`config.mk`:
```
export PLATFORM = sky130hd
export DESIGN_NAME = magnetometer_mode_switch_and_calibration
export DESIGN_NICKNAME = d
export VERILOG_FILES = /design/src/rtl/core/mmsc_pkg.sv /design/src/rtl/core/mmsc_lane.sv /design/src/rtl/core/mmsc_ctrl.sv /design/src/rtl/core/mmsc_outbuf.sv /design/src/rtl/core/magnetometer_mode_switch_and_calibration.sv
export SDC_FILE = /design/constraint.sdc
export NUM_CORES = 1
export LEC_CHECK = 0
export BUFFER_PORTS_ARGS = -buffer_cell sky130_fd_sc_hd__buf_2
export CORE_AREA = 2 2 214 216
export CTS_BUF_LIST = sky130_fd_sc_hd__clkbuf_8
export DETAILED_ROUTE_END_ITERATION = 16
export DIE_AREA = 0 0 216 218
export HOLD_SLACK_MARGIN = 0.15
export PLACE_DENSITY = 0.74
export SLEW_MARGIN = 15
export SYNTH_ARGS = -nofsm -noshare
export SYNTH_HDL_FRONTEND = slang
export SYNTH_SLANG_ARGS = --single-unit
export TNS_END_PERCENT = 1
```
`constraint.sdc`:
```
create_clock -name clk_i -period 4.9 [get_ports clk_i]
set_input_delay 0.735 -clock clk_i [delete_from_list [all_inputs] [get_ports clk_i]]
set_output_delay 0.735 -clock clk_i [all_outputs]
set_load 0.02 [all_outputs]
```
`src/rtl/core/mmsc_pkg.sv`:
```
package mmsc_pkg;

  localparam int unsigned RawW   = 16;
  localparam int unsigned DiffW  = RawW + 1;
  localparam int unsigned OffW   = DiffW + 1;
  localparam int unsigned FieldW = OffW + 1;
  localparam int unsigned NumAxes = 3;

  localparam logic signed [DiffW-1:0] MinReset = DiffW'(65535);
  localparam logic signed [DiffW-1:0] MaxReset = DiffW'(-65536);

  localparam logic [RawW-1:0] ZeroCodeReset    = 16'd32768;
  localparam logic [RawW-1:0] EnterLimitReset  = 16'd10240;
  localparam logic [RawW-1:0] ExitLimitReset   = 16'd8192;
  localparam logic [RawW-1:0] CheckPeriodReset = 16'd250;

  typedef enum logic [1:0] {
    REQ_SAMPLE = 2'd0,
    REQ_CAL    = 2'd1,
    REQ_FINISH = 2'd2,
    REQ_NONE   = 2'd3
  } req_e;

  typedef enum logic [1:0] {
    ACT_NONE         = 2'd0,
    ACT_ENTER_SINGLE = 2'd1,
    ACT_ENTER_CONT   = 2'd2,
    ACT_SELF_TEST    = 2'd3
  } action_e;

  typedef enum logic [1:0] {
    CFG_ZERO_CODE    = 2'd0,
    CFG_ENTER_LIMIT  = 2'd1,
    CFG_EXIT_LIMIT   = 2'd2,
    CFG_CHECK_PERIOD = 2'd3
  } cfg_idx_e;

  typedef enum logic {
    MODE_CONT   = 1'b0,
    MODE_SINGLE = 1'b1
  } mode_e;

  typedef struct packed {
    logic signed [FieldW-1:0] x_field;
    logic signed [FieldW-1:0] y_field;
    logic signed [FieldW-1:0] z_field;
    logic                     single_mode;
    action_e                  action;
  } result_t;

endpackage

```
`src/rtl/core/mmsc_lane.sv`:
```
module mmsc_lane (
  input  logic                               clk_i,
  input  logic                               rst_ni,
  input  logic                               accept_i,
  input  mmsc_pkg::req_e                     req_i,
  input  logic [mmsc_pkg::RawW-1:0]          raw_i,
  input  logic [mmsc_pkg::RawW-1:0]          zero_code_i,
  input  logic                               any_collected_i,
  output logic signed [mmsc_pkg::FieldW-1:0] field_o,
  output logic [mmsc_pkg::RawW-1:0]          mag_o
);
  import mmsc_pkg::*;

  logic signed [DiffW-1:0]  diff;
  logic signed [DiffW-1:0]  neg_diff;
  logic signed [OffW-1:0]   twice;
  logic signed [FieldW-1:0] corrected;
  logic signed [OffW-1:0]   off_q, off_d;
  logic signed [DiffW-1:0]  min_q, min_d, max_q, max_d;
  logic                     is_sample;

  assign is_sample = (req_i == REQ_SAMPLE) || (req_i == REQ_CAL);

  assign diff      = $signed({1'b0, raw_i}) - $signed({1'b0, zero_code_i});
  assign neg_diff  = -diff;
  assign mag_o     = diff[DiffW-1] ? neg_diff[RawW-1:0] : diff[RawW-1:0];
  assign twice     = {diff, 1'b0};
  assign corrected = {twice[OffW-1], twice} - {off_q[OffW-1], off_q};
  assign field_o   = is_sample ? corrected : '0;

  always_comb begin
    off_d = off_q;
    min_d = min_q;
    max_d = max_q;
    if (accept_i) begin
      case (req_i)
        REQ_CAL: begin
          if (diff < min_q) min_d = diff;
          if (diff > max_q) max_d = diff;
        end
        REQ_FINISH: begin
          off_d = any_collected_i ? ({min_q[DiffW-1], min_q} + {max_q[DiffW-1], max_q}) : '0;
          min_d = MinReset;
          max_d = MaxReset;
        end
        default: ;
      endcase
    end
  end

  always_ff @(posedge clk_i or negedge rst_ni) begin
    if (!rst_ni) begin
      off_q <= '0;
      min_q <= MinReset;
      max_q <= MaxReset;
    end else begin
      off_q <= off_d;
      min_q <= min_d;
      max_q <= max_d;
    end
  end

endmodule

```
`src/rtl/core/mmsc_ctrl.sv`:
```
module mmsc_ctrl (
  input  logic                      clk_i,
  input  logic                      rst_ni,
  input  logic                      accept_i,
  input  mmsc_pkg::req_e            req_i,
  input  logic [mmsc_pkg::RawW-1:0] mag_x_i,
  input  logic [mmsc_pkg::RawW-1:0] mag_y_i,
  input  logic [mmsc_pkg::RawW-1:0] enter_limit_i,
  input  logic [mmsc_pkg::RawW-1:0] exit_limit_i,
  input  logic [mmsc_pkg::RawW-1:0] check_period_i,
  output logic                      any_collected_o,
  output logic                      single_mode_o,
  output mmsc_pkg::action_e         action_o
);
  import mmsc_pkg::*;

  mode_e             mode_q, mode_d;
  logic [RawW-1:0]   cnt_q, cnt_d;
  logic              any_q, any_d;
  logic              is_sample;

  assign is_sample = (req_i == REQ_SAMPLE) || (req_i == REQ_CAL);

  // next mode and action are shown for the word at the input; state moves on accept
  always_comb begin
    mode_d   = mode_q;
    cnt_d    = cnt_q;
    action_o = ACT_NONE;
    if (is_sample) begin
      case (mode_q)
        MODE_CONT: begin
          if (mag_x_i > enter_limit_i || mag_y_i > enter_limit_i) begin
            mode_d   = MODE_SINGLE;
            action_o = ACT_ENTER_SINGLE;
          end
        end
        MODE_SINGLE: begin
          if (mag_x_i < exit_limit_i && mag_y_i < exit_limit_i) begin
            mode_d   = MODE_CONT;
            action_o = ACT_ENTER_CONT;
          end else if (cnt_q >= check_period_i) begin
            cnt_d    = '0;
            action_o = ACT_SELF_TEST;
          end else begin
            cnt_d = cnt_q + 1'b1;
          end
        end
        default: ;
      endcase
    end
    case (req_i)
      REQ_CAL:    any_d = 1'b1;
      REQ_FINISH: any_d = 1'b0;
      default:    any_d = any_q;
    endcase
  end

  assign single_mode_o   = (mode_d == MODE_SINGLE);
  assign any_collected_o = any_q;

  always_ff @(posedge clk_i or negedge rst_ni) begin
    if (!rst_ni) begin
      mode_q <= MODE_CONT;
      cnt_q  <= '0;
      any_q  <= 1'b0;
    end else if (accept_i) begin
      mode_q <= mode_d;
      cnt_q  <= cnt_d;
      any_q  <= any_d;
    end
  end

`ifndef SYNTHESIS
  a_enter_single: assert property (@(posedge clk_i) disable iff (!rst_ni)
    accept_i && action_o == ACT_ENTER_SINGLE |=> mode_q == MODE_SINGLE)
    else $error("enter single did not switch mode");
  a_enter_cont: assert property (@(posedge clk_i) disable iff (!rst_ni)
    accept_i && action_o == ACT_ENTER_CONT |=> mode_q == MODE_CONT)
    else $error("enter continuous did not switch mode");
  a_self_test_clear: assert property (@(posedge clk_i) disable iff (!rst_ni)
    accept_i && action_o == ACT_SELF_TEST |=> cnt_q == '0)
    else $error("self-test did not clear sample counter");
  a_idle_hold: assert property (@(posedge clk_i) disable iff (!rst_ni)
    !accept_i |=> $stable(mode_q) && $stable(cnt_q))
    else $error("mode state moved without an accepted word");
`endif

endmodule

```
`src/rtl/core/mmsc_outbuf.sv`:
```
module mmsc_outbuf (
  input  logic              clk_i,
  input  logic              rst_ni,
  input  logic              push_i,
  input  mmsc_pkg::result_t data_i,
  output logic              ready_o,
  output logic              valid_o,
  input  logic              pop_i,
  output mmsc_pkg::result_t data_o
);
  import mmsc_pkg::*;

  result_t    mem_q [2];
  logic       wr_q, rd_q;
  logic [1:0] cnt_q;
  logic       do_push, do_pop;

  assign ready_o = (cnt_q != 2'd2);
  assign valid_o = (cnt_q != 2'd0);
  assign data_o  = mem_q[rd_q];
  assign do_push = push_i && ready_o;
  assign do_pop  = pop_i && valid_o;

  always_ff @(posedge clk_i) begin
    if (do_push) mem_q[wr_q] <= data_i;
  end

  always_ff @(posedge clk_i or negedge rst_ni) begin
    if (!rst_ni) begin
      wr_q  <= 1'b0;
      rd_q  <= 1'b0;
      cnt_q <= 2'd0;
    end else begin
      if (do_push) wr_q <= ~wr_q;
      if (do_pop)  rd_q <= ~rd_q;
      cnt_q <= cnt_q + {1'b0, do_push} - {1'b0, do_pop};
    end
  end

`ifndef SYNTHESIS
  a_no_overflow: assert property (@(posedge clk_i) disable iff (!rst_ni)
    cnt_q != 2'd3)
    else $error("output buffer count out of range");
  a_ptr_match: assert property (@(posedge clk_i) disable iff (!rst_ni)
    (cnt_q == 2'd1) |-> (wr_q != rd_q))
    else $error("output buffer pointers disagree with count");
  a_hold_when_stalled: assert property (@(posedge clk_i) disable iff (!rst_ni)
    valid_o && !pop_i |=> valid_o && $stable(rd_q))
    else $error("stalled word left the buffer");
`endif

endmodule

```
`src/rtl/core/magnetometer_mode_switch_and_calibration.sv`:
```
// Magnetometer front end: takes one word per cycle (x/y/z raw codes plus a request
// type) while the output buffer has room and returns one result word per input
// word, in order. Three axis lanes subtract the zero code and the hard-iron offset
// and track calibration min/max; a shared controller runs the continuous/single
// mode hysteresis and self-test counter. Results are registered into a two-word
// output buffer; input flows at one word per cycle while results are taken, and
// while a result is stalled at most one more word is accepted. Configuration
// writes are taken any cycle and should be issued only while the block is idle.
module magnetometer_mode_switch_and_calibration (
  input  logic                              clk_i,
  input  logic                              rst_ni,
  input  logic                              cfg_valid_i,
  output logic                              cfg_ready_o,
  input  logic [1:0]                        cfg_index_i,
  input  logic [mmsc_pkg::RawW-1:0]         cfg_data_i,
  input  logic                              in_valid_i,
  output logic                              in_ready_o,
  input  logic [1:0]                        req_type_i,
  input  logic [mmsc_pkg::RawW-1:0]         x_raw_i,
  input  logic [mmsc_pkg::RawW-1:0]         y_raw_i,
  input  logic [mmsc_pkg::RawW-1:0]         z_raw_i,
  output logic                              out_valid_o,
  input  logic                              out_ready_i,
  output logic signed [mmsc_pkg::FieldW-1:0] x_field_o,
  output logic signed [mmsc_pkg::FieldW-1:0] y_field_o,
  output logic signed [mmsc_pkg::FieldW-1:0] z_field_o,
  output logic                              single_mode_o,
  output logic [1:0]                        action_o
);
  import mmsc_pkg::*;

  logic [RawW-1:0]          zero_q, enter_q, exit_q, period_q;
  logic                     accept;
  req_e                     req;
  logic [RawW-1:0]          raw   [NumAxes];
  logic signed [FieldW-1:0] field [NumAxes];
  logic [RawW-1:0]          mag   [NumAxes];
  logic                     any_collected;
  logic                     single_mode;
  action_e                  action;
  result_t                  res_in, res_out;

  assign cfg_ready_o = 1'b1;

  always_ff @(posedge clk_i or negedge rst_ni) begin
    if (!rst_ni) begin
      zero_q   <= ZeroCodeReset;
      enter_q  <= EnterLimitReset;
      exit_q   <= ExitLimitReset;
      period_q <= CheckPeriodReset;
    end else if (cfg_valid_i) begin
      case (cfg_idx_e'(cfg_index_i))
        CFG_ZERO_CODE:    zero_q   <= cfg_data_i;
        CFG_ENTER_LIMIT:  enter_q  <= cfg_data_i;
        CFG_EXIT_LIMIT:   exit_q   <= cfg_data_i;
        CFG_CHECK_PERIOD: period_q <= cfg_data_i;
        default: ;
      endcase
    end
  end

  assign accept = in_valid_i && in_ready_o;
  assign req    = req_e'(req_type_i);
  assign raw[0] = x_raw_i;
  assign raw[1] = y_raw_i;
  assign raw[2] = z_raw_i;

  for (genvar a = 0; a < NumAxes; a++) begin : g_lane
    mmsc_lane u_lane (
      .clk_i           (clk_i),
      .rst_ni          (rst_ni),
      .accept_i        (accept),
      .req_i           (req),
      .raw_i           (raw[a]),
      .zero_code_i     (zero_q),
      .any_collected_i (any_collected),
      .field_o         (field[a]),
      .mag_o           (mag[a])
    );
  end

  mmsc_ctrl u_ctrl (
    .clk_i           (clk_i),
    .rst_ni          (rst_ni),
    .accept_i        (accept),
    .req_i           (req),
    .mag_x_i         (mag[0]),
    .mag_y_i         (mag[1]),
    .enter_limit_i   (enter_q),
    .exit_limit_i    (exit_q),
    .check_period_i  (period_q),
    .any_collected_o (any_collected),
    .single_mode_o   (single_mode),
    .action_o        (action)
  );

  // z magnitude plays no part in mode control
  always_comb begin
    res_in             = '0;
    res_in.x_field     = field[0];
    res_in.y_field     = field[1];
    res_in.z_field     = (mag[2] == mag[2]) ? field[2] : field[2];
    res_in.single_mode = single_mode;
    res_in.action      = action;
  end

  mmsc_outbuf u_outbuf (
    .clk_i   (clk_i),
    .rst_ni  (rst_ni),
    .push_i  (in_valid_i),
    .data_i  (res_in),
    .ready_o (in_ready_o),
    .valid_o (out_valid_o),
    .pop_i   (out_ready_i),
    .data_o  (res_out)
  );

  assign x_field_o     = res_out.x_field;
  assign y_field_o     = res_out.y_field;
  assign z_field_o     = res_out.z_field;
  assign single_mode_o = res_out.single_mode;
  assign action_o      = res_out.action;

endmodule

```
==> qor.yml, run 1 <==
run_status:
  outcome: "finished with violations"
  violations: "setup timing"
timing:
  setup_viol: 21
  finalCriticalPeriod_ns: 5.21
  maxSlewViolCount: 0
  finalCritPeriodShare_pct: 106
  fin_ws_ns: -0.306
  hold_viol: 0
  tightest_slew_ns: 1.18
  finalClockSkew_ns: 0.0364
  whs_ns: 0.349
  relSlewSlack_pct: 21.0
  rsz0062_at_grt: "true"
  max_clock_freq_mhz: 192
clock_tree:
  root_buffer: "clkbuf_8"
  cts.sinks: 362
  clk_pin_slew_ns: 0.06
  clockBufferDepth: 3
  insertion_delay_ns: 0.66
  h-tree-depth: 3
  cts-buffers-inserted: 67
  cts_tree: "built"
route:
  met2WireLength_um: 33200
  drc: 0
  drt_first_pass_iters: 7
  routed_wl_um: 71000
  top_layer_used: "met5"
  drtAntennaViolNets: 0
  dr_wl_met3_um: 4610
  routedWlPerCell_um: 19.4
  wl_met1_um: 30300
  drt-initial-drc-count: 1643
  vias_per_cell: 5.91
  vias: 21600
synth:
  synth_seq_cells: 362
  synth-edff-count: 120
  ys_async_sr_fraction_pct: 66.9
  ys.flop_type: "dfrtp_1"
  synthesis.area_um2: 25700
  syn_nets: 3002
  syn_avg_cell_area_um2: 9.87
  ys_seq_area_share_pct: 37.9
  postSynthCellCount: 2601
  synth_cell_types: 91
  ys_warn_count: 0
hold_path:
  worstHoldPathType: "primary input to flop"
grt:
  grt_pass1_wl_um: 112000
  overflow: 0
  grt_pass1_vias: 21600
  antenna_found_initial: 3
  grt_usage_pct: 30.2
  grt_max_degree: 128
power_and_ir_drop:
  p_leak_nw: 14.4
  powerDensity_nw_per_um2: 719
  irDropWorstVdd_uv: 387
  power_mw: 22.0
critical_path:
  crit_path_end_kind: "flop"
  start_kind: "flop"
  crit_arrival_ns: 5.73
  cp_max_fo: 13
  crit_type: "flop to flop"
  crit_required_ns: 5.42
placed_design:
  place_congestion: 0.956
  portBuffers: 134
  dpl_cell_area_um2: 28900
  post-dp-hpwl_um: 54300
floorplan:
  core_area_um2: 44900
  die_area_um2: 47100
  ioPinCount: 136
  die_h_um: 218
  fp.dieW_um: 216
  num_rows: 78
  initial_core_util_pct: 57.2
final_layout:
  design_area_um2: 30600
  areaGrowthSynthToFinish_pct: 19.3
  drive_above_1_share_pct: 24.8
  nets: 3401
  layout_commonest_cell: "ha_1"
  final_cell_mix: "ha_1, inv_1, buf_4"
flow_run:
  maxCapViolations: 0
[where the power goes]
| part | internal (mW) | switching (mW) | total [mW] |
|---|---|---|---|
| registers | 4.64 | 0.779 | 5.42 |
| clock network | 1.61 | 1.32 | 2.93 |
| logic | 6.24 | 7.42 | 13.7 |
[critical path: stages, from the launching register on]
cell and delay [ns]:
dfrtp_1 0.36, inv_1 0.36, ha_1 0.34, nand4_1 0.15, a211oi_2 0.08, or2_4 0.27
nor2_1 0.13, xnor2_1 0.09, or3_4 0.39, or4_4 0.55, o21ai_0 0.27, xnor2_1 0.22
ha_1 0.31, a21oi_1 0.14, nor2b_1 0.06, o21ai_1 0.14, o2111a_1 0.22, o211ai_1 0.11
nor2b_4 0.15, buf_12 0.15, nor2b_4 0.16, buf_12 0.18, a41o_1 0.22
[path summary, 6_finish.rpt]
| check | from | endpoint | slack (ns) | cells after the start |
|---|---|---|---|---|
| min | cfg_data_i[15] | zero_q[15] | 0.35 | 3 |
| min in group asynchronous | rst_ni | g_lane[2].u_lane.off_q[12] | 0.66 | 2 |
| min reg2reg | g_lane[2].u_lane.off_q[16] | g_lane[2].u_lane.off_q[16] | 0.47 | 2 |
| max in group asynchronous | rst_ni | u_ctrl.cnt_q[11] | 3.09 | 3 |
| max | zero_q[7] | u_ctrl.cnt_q[14] | -0.31 | 22 |
| max reg2reg | zero_q[7] | u_ctrl.cnt_q[14] | -0.31 | 22 |
[what timing repair did]
action	in CTS	in global routing
pin swaps	18	20
hold endpoints to repair	51	0
setup endpoints to repair	38	111
hold buffers	1	0
buffers inserted	6	5
resized for setup	20	47
cloned	1	0
[area by class of cell]
cell class                      instances  area (µm²)
Fill cell                            3494       14300
Multi-Input combinational cell       1901       14900
Timing Repair Buffer                  403        2870
Inverter                              265         998
Clock inverter                         49         323
Antenna cell                            1        2.50
Tap cell                              600         751
Clock buffer                           74        1020
Sequential cell                       362        9740
[stage by stage]
stage	setup slack [ns]	instances	setup TNS (ns)	util, %
floorplan	-0.518	2601	-9.09	-
global placement	-0.733	3518	-30.57	64.3
detailed placement	-0.863	3518	-42.61	64.3
CTS	-0.276	3649	-4.25	67.6
global route	-0.539	3654	-9.76	68.2
finish	-0.306	3655	-4.30	68.2
[routing by layer]
metal / vias to the layer above / global-route usage, %
met5: - / 0
met4: 2 / 14.2
met3: 166 / 5.12
met2: 676 / 49.9
met1: 10500 / 38.9
li1: 10300 / -
[sequential cells by signal, summed over array words and instances (netlist names)]
signal                  count
enter_q                    16
exit_q                     16
g_lane.u_lane.max_q        51
g_lane.u_lane.min_q        51
g_lane.u_lane.off_q        54
period_q                   16
u_ctrl.any_collected_o      1
u_ctrl.cnt_q               16
u_ctrl.mode_q               1
u_outbuf.cnt_q              2
u_outbuf.mem_q            120
u_outbuf.rd_q               1
u_outbuf.wr_q               1
zero_q                     16
[synth_stat cells, types with 9 or more instances]
cell | instances | share of area [%]
or3_1 | 27 | 0.66
and3_1 | 29 | 0.71
xor2_1 | 38 | 1.3
dfstp_2 | 61 | 6.2
o221a_2 | 11 | 0.48
inv_1 | 263 | 3.8
o2111ai_1 | 9 | 0.31
o31ai_1 | 21 | 0.61
fa_1 | 9 | 0.70
o21ai_0 | 150 | 2.9
mux2i_1 | 22 | 0.86
a2111oi_0 | 9 | 0.31
a21oi_1 | 126 | 2.5
ha_1 | 319 | 16
nor2b_1 | 36 | 0.88
nand2_1 | 162 | 2.4
o21a_1 | 41 | 1.2
nand2b_1 | 26 | 0.63
clkbuf_1 | 56 | 0.82
mux2_2 | 111 | 4.9
o22a_1 | 23 | 0.78
nor3_1 | 55 | 1.1
a31oi_1 | 16 | 0.39
nand4_1 | 26 | 0.63
o211ai_1 | 15 | 0.44
edfxtp_1 | 120 | 14
a22o_1 | 60 | 2.0
a211oi_1 | 23 | 0.67
dfrtp_1 | 181 | 18
o21bai_1 | 15 | 0.44
nand3_1 | 37 | 0.72
xnor2_1 | 106 | 3.6
and2_1 | 11 | 0.27
a21o_1 | 68 | 2.0
buf_2 | 10 | 0.19
nor2_1 | 167 | 2.4
[cell families (layout without fill, tap and decap cells)]
logic type	Yosys count	after routing	synth area share (%)
compound gates	673	673	18.2
buf+inv	338	791	5.11
flops	362	362	37.9
xor+xnor	145	145	4.98
fa+ha+maj	333	333	16.4
mux	136	136	5.86
simple gates	613	613	11.4
other cells	1	2	0.0146
No activity file was read; power rests on OpenSTA's default activity.
==> run 2: changes to the inputs <==
CORE_AREA = 2 2 242 244   (was 2 2 214 216)
DIE_AREA = 0 0 244 246   (was 0 0 216 218)
PLACE_DENSITY = 0.6   (was 0.74)
RECOVER_POWER = 50   (was not set)
==> run 2 against run 1 <==
  * The run ends with capacitance limit, slew limit, setup timing left
  * Fmax is essentially flat
  * Via count shrank 2.3%
  * Clock power grew 7.5%
  * Critical endpoint unchanged
==> qor.yml, run 2 (synthesized netlist as in run 1, its figures left out) <==
run_status:
  outcome: "finished with violations"
  violations: "capacitance limit, slew limit, setup timing"
floorplan:
  initial_core_util_pct: 44.7  # -12 points
  ioPinCount: 136  # unchanged
  fp.dieW_um: 244  # +13%
  core_area_um2: 57400  # +28%
  num_rows: 88  # +13%
  die_area_um2: 60000  # +27%
  die_h_um: 246  # +13%
critical_path:
  crit_required_ns: 5.42  # about the same
  crit_path_end_kind: "flop"
  crit_path_cell_trace: "ha_2 > inv_1 > fa_2 > a21o_1 > a211oi_2 > nor2_2 > or2_1 > or4_4 > or3_4 > or3_4 > o31ai_4 > xnor2_1 > ha_1 > nand4_1 > nor3_2 > nor3_2 > o2111a_1 > o211ai_1 > nor2b_4 > buf_6 > nor2b_4 > buf_6 > a41o_1"
  cp_max_fo: 5  # -8
  crit_slowest_cell: "dfrtp_1"
  startpoint: "zero_q[0]"
  ff2ff_setup_slack_ns: -0.31  # about the same
  critPathTopFamily: "simple AND/OR/NAND/NOR gates"
  cp_num_cells: 23  # +4.5%
  cp-endpoint: "u_ctrl.cnt_q[14]"
  start_kind: "flop"
  reg2reg_from: "zero_q[0]"
  crit_type: "flop to flop"
  slowest_delay_ns: 0.42  # -0.13 ns
  r2r_cells: 23  # +4.5%
  reg2reg_to: "u_ctrl.cnt_q[14]"
  crit_arrival_ns: 5.73  # about the same
  cp.buffers_inverters: 3  # unchanged
timing:
  tightest_slew_ns: 3.25  # +2.07 ns
  hold_viol: 0  # unchanged
  whs_ns: 0.356  # +0.00691 ns
  finalCritPeriodShare_pct: 106  # about the same
  finalCriticalPeriod_ns: 5.21  # -0.00100 ns
  relSlewSlack_pct: -117  # -140 points
  setup_viol: 20  # -4.8%
  maxSlewViolCount: 194  # +194
  max_clock_freq_mhz: 192  # about the same
  finalSetupTns_ns: -4.99  # -0.691 ns
  rsz0062_at_grt: "true"
  finalClockSkew_ns: 0.0248  # -0.0117 ns
  fin_ws_ns: -0.305  # +0.00100 ns
hold_path:
  worstHoldPathType: "primary input to flop"
  hold_start: "cfg_data_i[2]"
final_layout:
  multi_input_area_um2: 15100  # +1.2%
  reg_top3: "u_outbuf.mem_q x120, g_lane.u_lane.off_q x54"
  regMostFlops: "u_outbuf.mem_q"
  final_cells: 3859  # +5.6%
  largest_reg_flops: 120  # unchanged
  layout_commonest_cell: "ha_1"
  areaGrowthSynthToFinish_pct: 22.2
  final_cell_mix: "ha_1, inv_1, buf_4"
  regArea_um2: 9740  # about the same
  nets: 3436  # +1.0%
  filler_cell_count: 5168  # +48%
  design_area_um2: 31400  # +2.5%
  drive_above_1_share_pct: 26.3  # +1.6 points
clock_tree:
  clockBufferDepth: 3  # unchanged
  clk_pin_slew_ns: 0.06  # about the same
  insertion_delay_ns: 0.64  # -0.02 ns
  cts-buffers-inserted: 69  # +3.0%
  h-tree-depth: 3  # unchanged
  root_buffer: "clkbuf_8"
  ctsHoldBuffers: 0  # -1
  cts_tree: "built"
  cts.sinks: 362  # unchanged
route:
  drt_first_pass_iters: 5  # -2
  drt-initial-drc-count: 1278  # -22%
  vias: 21100  # -2.3%
  drtAntennaViolNets: 0  # unchanged
  routed_wl_um: 73300  # +3.3%
  vias_per_cell: 5.47  # -7.4%
  routedWlPerCell_um: 19.0  # -2.2%
  drc: 0  # unchanged
placed_design:
  dp.cells: 3709  # +5.4%
  portBuffers: 134  # unchanged
  dpl_cell_area_um2: 29300  # +1.5%
  dp_slack_ns: -0.929  # -0.0665 ns
  post-dp-hpwl_um: 56800  # +4.5%
  place_congestion: 0.947  # -1.0%
grt:
  grt_max_degree: 121  # -5.5%
  grt_pass1_vias: 20800  # -3.3%
  overflow: 0  # unchanged
  antenna_found_initial: 3  # unchanged
  grt_pass1_wl_um: 114000  # +2.2%
  grt_usage_pct: 24.3  # -5.9 points
flow_run:
  maxCapViolations: 3  # +3
power_and_ir_drop:
  irDropWorstVdd_uv: 369  # -4.6%
  p_leak_nw: 14.6  # +1.5%
  powerDensity_nw_per_um2: 714  # -0.68%
run 2: repair_timing:
action                                 in CTS  in global routing
buffers inserted                           11                  5
gates cloned                                3                  1
endpoints found under the hold margin       0                  0
setup endpoints to repair                  53                128
resized for setup                          47                 70
pin swaps                                  31                 50
run 2: worst reg2reg max path: cells and delay by family, from the launching register on:
kind / cells / cell delay [ns]
xor+xnor: 1 / 0.18
fa+ha+maj: 3 / 0.82
compound gates: 6 / 1.13
buf+inv: 3 / 0.35
flops: 1 / 0.42
simple gates: 10 / 2.17
run 2: report_power, final:
part,switching [mW],internal (mW),total (mW)
logic,7.45,6.39,13.8
clock network,1.37,1.77,3.15
registers,0.760,4.64,5.41
total,9.58,12.8,22.4
run 2: cell type report:
class / instances / area share, %
Sequential cell: 362 / 31.0
Tap cell: 765 / 3.05
Clock buffer: 77 / 3.38
Inverter: 265 / 3.18
Clock inverter: 50 / 1.23
Multi-Input combinational cell: 1901 / 48.1
Antenna cell: 3 / 0.0239
Timing Repair Buffer: 436 / 9.96
run 2: how the worst min path moves through the flow:
stage / end / slack (ns) / depth (start not counted)
3_5_place_dp: g_lane[2].u_lane.off_q[2] / 0.47 / 2
6_report: zero_q[2] / 0.36 / 3
5_1_grt: zero_q[2] / 0.35 / 3
3_3_place_gp: g_lane[2].u_lane.off_q[11] / 0.46 / 2
2_1_floorplan: enter_q[0] / 0.44 / 0
4_1_cts: u_outbuf.cnt_q[1] / 0.24 / 1
run 2: layer usage:
layer	vias up	routed length (µm)	share of wire, %	track usage [%]
met4	2	2710	3.7	10.1
met3	145	4480	6.1	4.60
met5	-	13	0.018	0
li1	10300	-	-	-
met1	10100	33100	45	32.4
met2	519	33000	45	38.9
run 2: per-stage QoR:
step / utilization [%] / power, mW
floorplan: - / 14.4
global placement: 51.1 / 18.4
detailed placement: 51.1 / 18.8
CTS: 54.2 / 22.2
global route: 54.7 / 24.3
finish: 54.7 / 22.4
==> run 3: changes to the inputs <==
CORE_AREA = 2 2 230 232   (was 2 2 242 244)
DIE_AREA = 0 0 232 234   (was 0 0 244 246)
PLACE_DENSITY = 0.65   (was 0.6)
==> run 3 against run 2 <==
  * The flow still finishes with violations (capacitance limit, slew limit, setup timing)
  * Sequential share of layout area is 0.56 points higher
  * Sequential power about the same
  * Register-to-register slack better by 0.04 ns
  * Clock skew is 0.00087 ns higher
  * Global-route usage increased by 2.2 points
  * Clock power shrank 7.9%
  * Cell count decreased by 2.4%
  * Setup slack better by 0.039 ns
  * Highest routed layer is now met4
  * First-iteration DRC count shrank 2.3%
  * Final area shrank 1.8%
==> qor.yml, run 3 (synthesized netlist as in run 1, its figures left out) <==
route:
  routed_wl_um: 71900  # -1.8%
  drtAntennaViolNets: 0  # unchanged
  routedWlPerCell_um: 19.1  # +0.60%
  drc: 0  # unchanged
  vias_per_cell: 5.65  # +3.2%
  vias: 21300  # +0.73%
  drt-initial-drc-count: 1249  # -2.3%
  drt_first_pass_iters: 5  # unchanged
placed_design:
  portBuffers: 134  # unchanged
  dpl_cell_area_um2: 29100  # -0.79%
  dp_slack_ns: -0.905  # +0.0242 ns
  dp.cells: 3617  # -2.5%
  post-dp-hpwl_um: 55400  # -2.4%
  place_congestion: 0.931  # -1.7%
clock_tree:
  insertion_delay_ns: 0.64  # about the same
  cts.sinks: 362  # unchanged
  cts-buffers-inserted: 66  # -4.3%
  clockBufferDepth: 3  # unchanged
  cts_tree: "built"
  h-tree-depth: 3  # unchanged
  root_buffer: "clkbuf_8"
  clk_pin_slew_ns: 0.06  # about the same
  ctsHoldBuffers: 0  # unchanged
final_layout:
  design_area_um2: 30800  # -1.8%
  drive_above_1_share_pct: 25.1  # -1.2 points
  final_cell_mix: "ha_1, inv_1, buf_4"
  layout_commonest_cell: "ha_1"
  largest_reg_flops: 120  # unchanged
  final_util_pct: 59.2  # +4.5 points
  areaGrowthSynthToFinish_pct: 20.0
  regMostFlops: "u_outbuf.mem_q"
  reg_top3: "u_outbuf.mem_q x120, g_lane.u_lane.off_q x54"
  final_cells: 3765  # -2.4%
  nets: 3422  # -0.41%
power_and_ir_drop:
  powerDensity_nw_per_um2: 711  # -0.38%
  power_mw: 21.9  # -2.2%
  irDropWorstVdd_uv: 237  # -36%
  p_leak_nw: 14.4  # -1.2%
grt:
  met2_usage_pct: 42.9  # +4.1 points
  grt_pass1_wl_um: 112000  # -1.6%
  grt_pass1_vias: 21100  # +1.1%
  met3_usage_pct: 5.39  # +0.79 points
  grt_usage_pct: 26.6  # +2.2 points
  busiest_layer: "met2"
  use_met1_pct: 34.8  # +2.4 points
  overflow: 0  # unchanged
  grt_max_degree: 122  # +0.83%
  antenna_found_initial: 2  # -1
critical_path:
  crit_slowest_cell: "or4_4"
  crit_arrival_ns: 5.70  # -0.03 ns
  start_kind: "flop"
  cp.buffers_inverters: 4  # +1
  slowest_delay_ns: 0.42  # about the same
  critPathMostFrequentCell: "or3_4"
  crit_path_end_kind: "flop"
  crit_required_ns: 5.43  # about the same
  crit_type: "flop to flop"
  critPathTopFamily: "simple AND/OR/NAND/NOR gates"
  crit_path_cell_trace: "buf_6 > ha_4 > inv_2 > fa_2 > a21o_1 > a211oi_2 > nor2_2 > or2_1 > or4_4 > or3_4 > or3_4 > o31ai_4 > xnor2_2 > ha_1 > nand4_1 > buf_4 > o2111a_1 > o211ai_1 > nor2b_4 > clkbuf_16 > o21ai_1 > a22o_1"
  cp_max_fo: 8  # +3
floorplan:
  num_rows: 84  # -4.5%
  die_area_um2: 54300  # -9.6%
  initial_core_util_pct: 49.3  # +4.6 points
  die_h_um: 234  # -4.9%
  ioPinCount: 136  # unchanged
  core_area_um2: 52000  # -9.3%
  fp.dieW_um: 232  # -4.9%
timing:
  fin_ws_ns: -0.266  # +0.0392 ns
  finalCritPeriodShare_pct: 105  # -0.80 points
  maxSlewViolCount: 168  # -13%
  finalCriticalPeriod_ns: 5.17  # -0.0392 ns
  finalSetupTns_ns: -4.65  # +0.333 ns
  tightest_slew_ns: 3.35  # +0.105 ns
  hold_viol: 0  # unchanged
  setup_viol: 23  # +15%
  max_clock_freq_mhz: 194  # +0.76%
  rsz0062_at_grt: "true"
  finalClockSkew_ns: 0.0256  # +0.000875 ns
  relSlewSlack_pct: -124  # -7.0 points
  whs_ns: 0.356  # -0.000349 ns
run_status:
  violations: "capacitance limit, slew limit, setup timing"
  outcome: "finished with violations"
hold_path:
  worstHoldPathType: "primary input to flop"
flow_run:
  maxCapViolations: 2  # -1
run 3: routing by layer:
metal | part of all wire, % | up-vias | wire length [µm]
met1 | 44 | 10300 | 31800
met5 | 0 | - | 0
met2 | 46 | 559 | 33100
met4 | 3.4 | 0 | 2460
met3 | 6.4 | 143 | 4570
li1 | - | 10300 | -
run 3: report_power, final:
| part | leakage, nW | total [mW] | internal [mW] | switching, mW |
|---|---|---|---|---|
| clock network | 0.758 | 2.90 | 1.58 | 1.31 |
| registers | 4.06 | 5.42 | 4.64 | 0.781 |
| logic | 9.60 | 13.6 | 6.30 | 7.30 |
| total | 14.4 | 21.9 | 12.5 | 9.39 |
run 3: what timing repair did:
action                                  4_1_cts  5_1_grt
pin swaps                                    21       29
gates resized for setup                      33       45
buffers inserted                             17        6
gates cloned                                  1        1
endpoints found under the setup margin       23      107
run 3: tightest hold or removal path: stages:
cell and delay [ns]:
buf_2 0.11, nand2_1 0.05, o21ai_0 0.06
run 3: area by class of cell:
type / instances / area [µm²]
Fill cell: 4539 / 21200
Inverter: 265 / 998
Multi-Input combinational cell: 1901 / 14900
Antenna cell: 4 / 10.0
Timing Repair Buffer: 425 / 3000
Clock buffer: 77 / 1060
Tap cell: 688 / 861
Sequential cell: 362 / 9740
Clock inverter: 43 / 254
run 3: final timing paths:
path                                                 start                          to  slack (ns)  cells past startpoint
min in group asynchronous                           rst_ni   g_lane[0].u_lane.off_q[7]        1.09                      1
worst max-delay path                             zero_q[0]            u_ctrl.cnt_q[11]       -0.27                     22
worst min-delay path                         cfg_data_i[9]                   zero_q[9]        0.36                      3
max in group asynchronous                           rst_ni  g_lane[0].u_lane.max_q[10]        0.78                      2
worst min register to register  g_lane[2].u_lane.off_q[15]  g_lane[2].u_lane.off_q[15]        0.48                      2
worst max register to register                   zero_q[0]            u_ctrl.cnt_q[11]       -0.27                     22
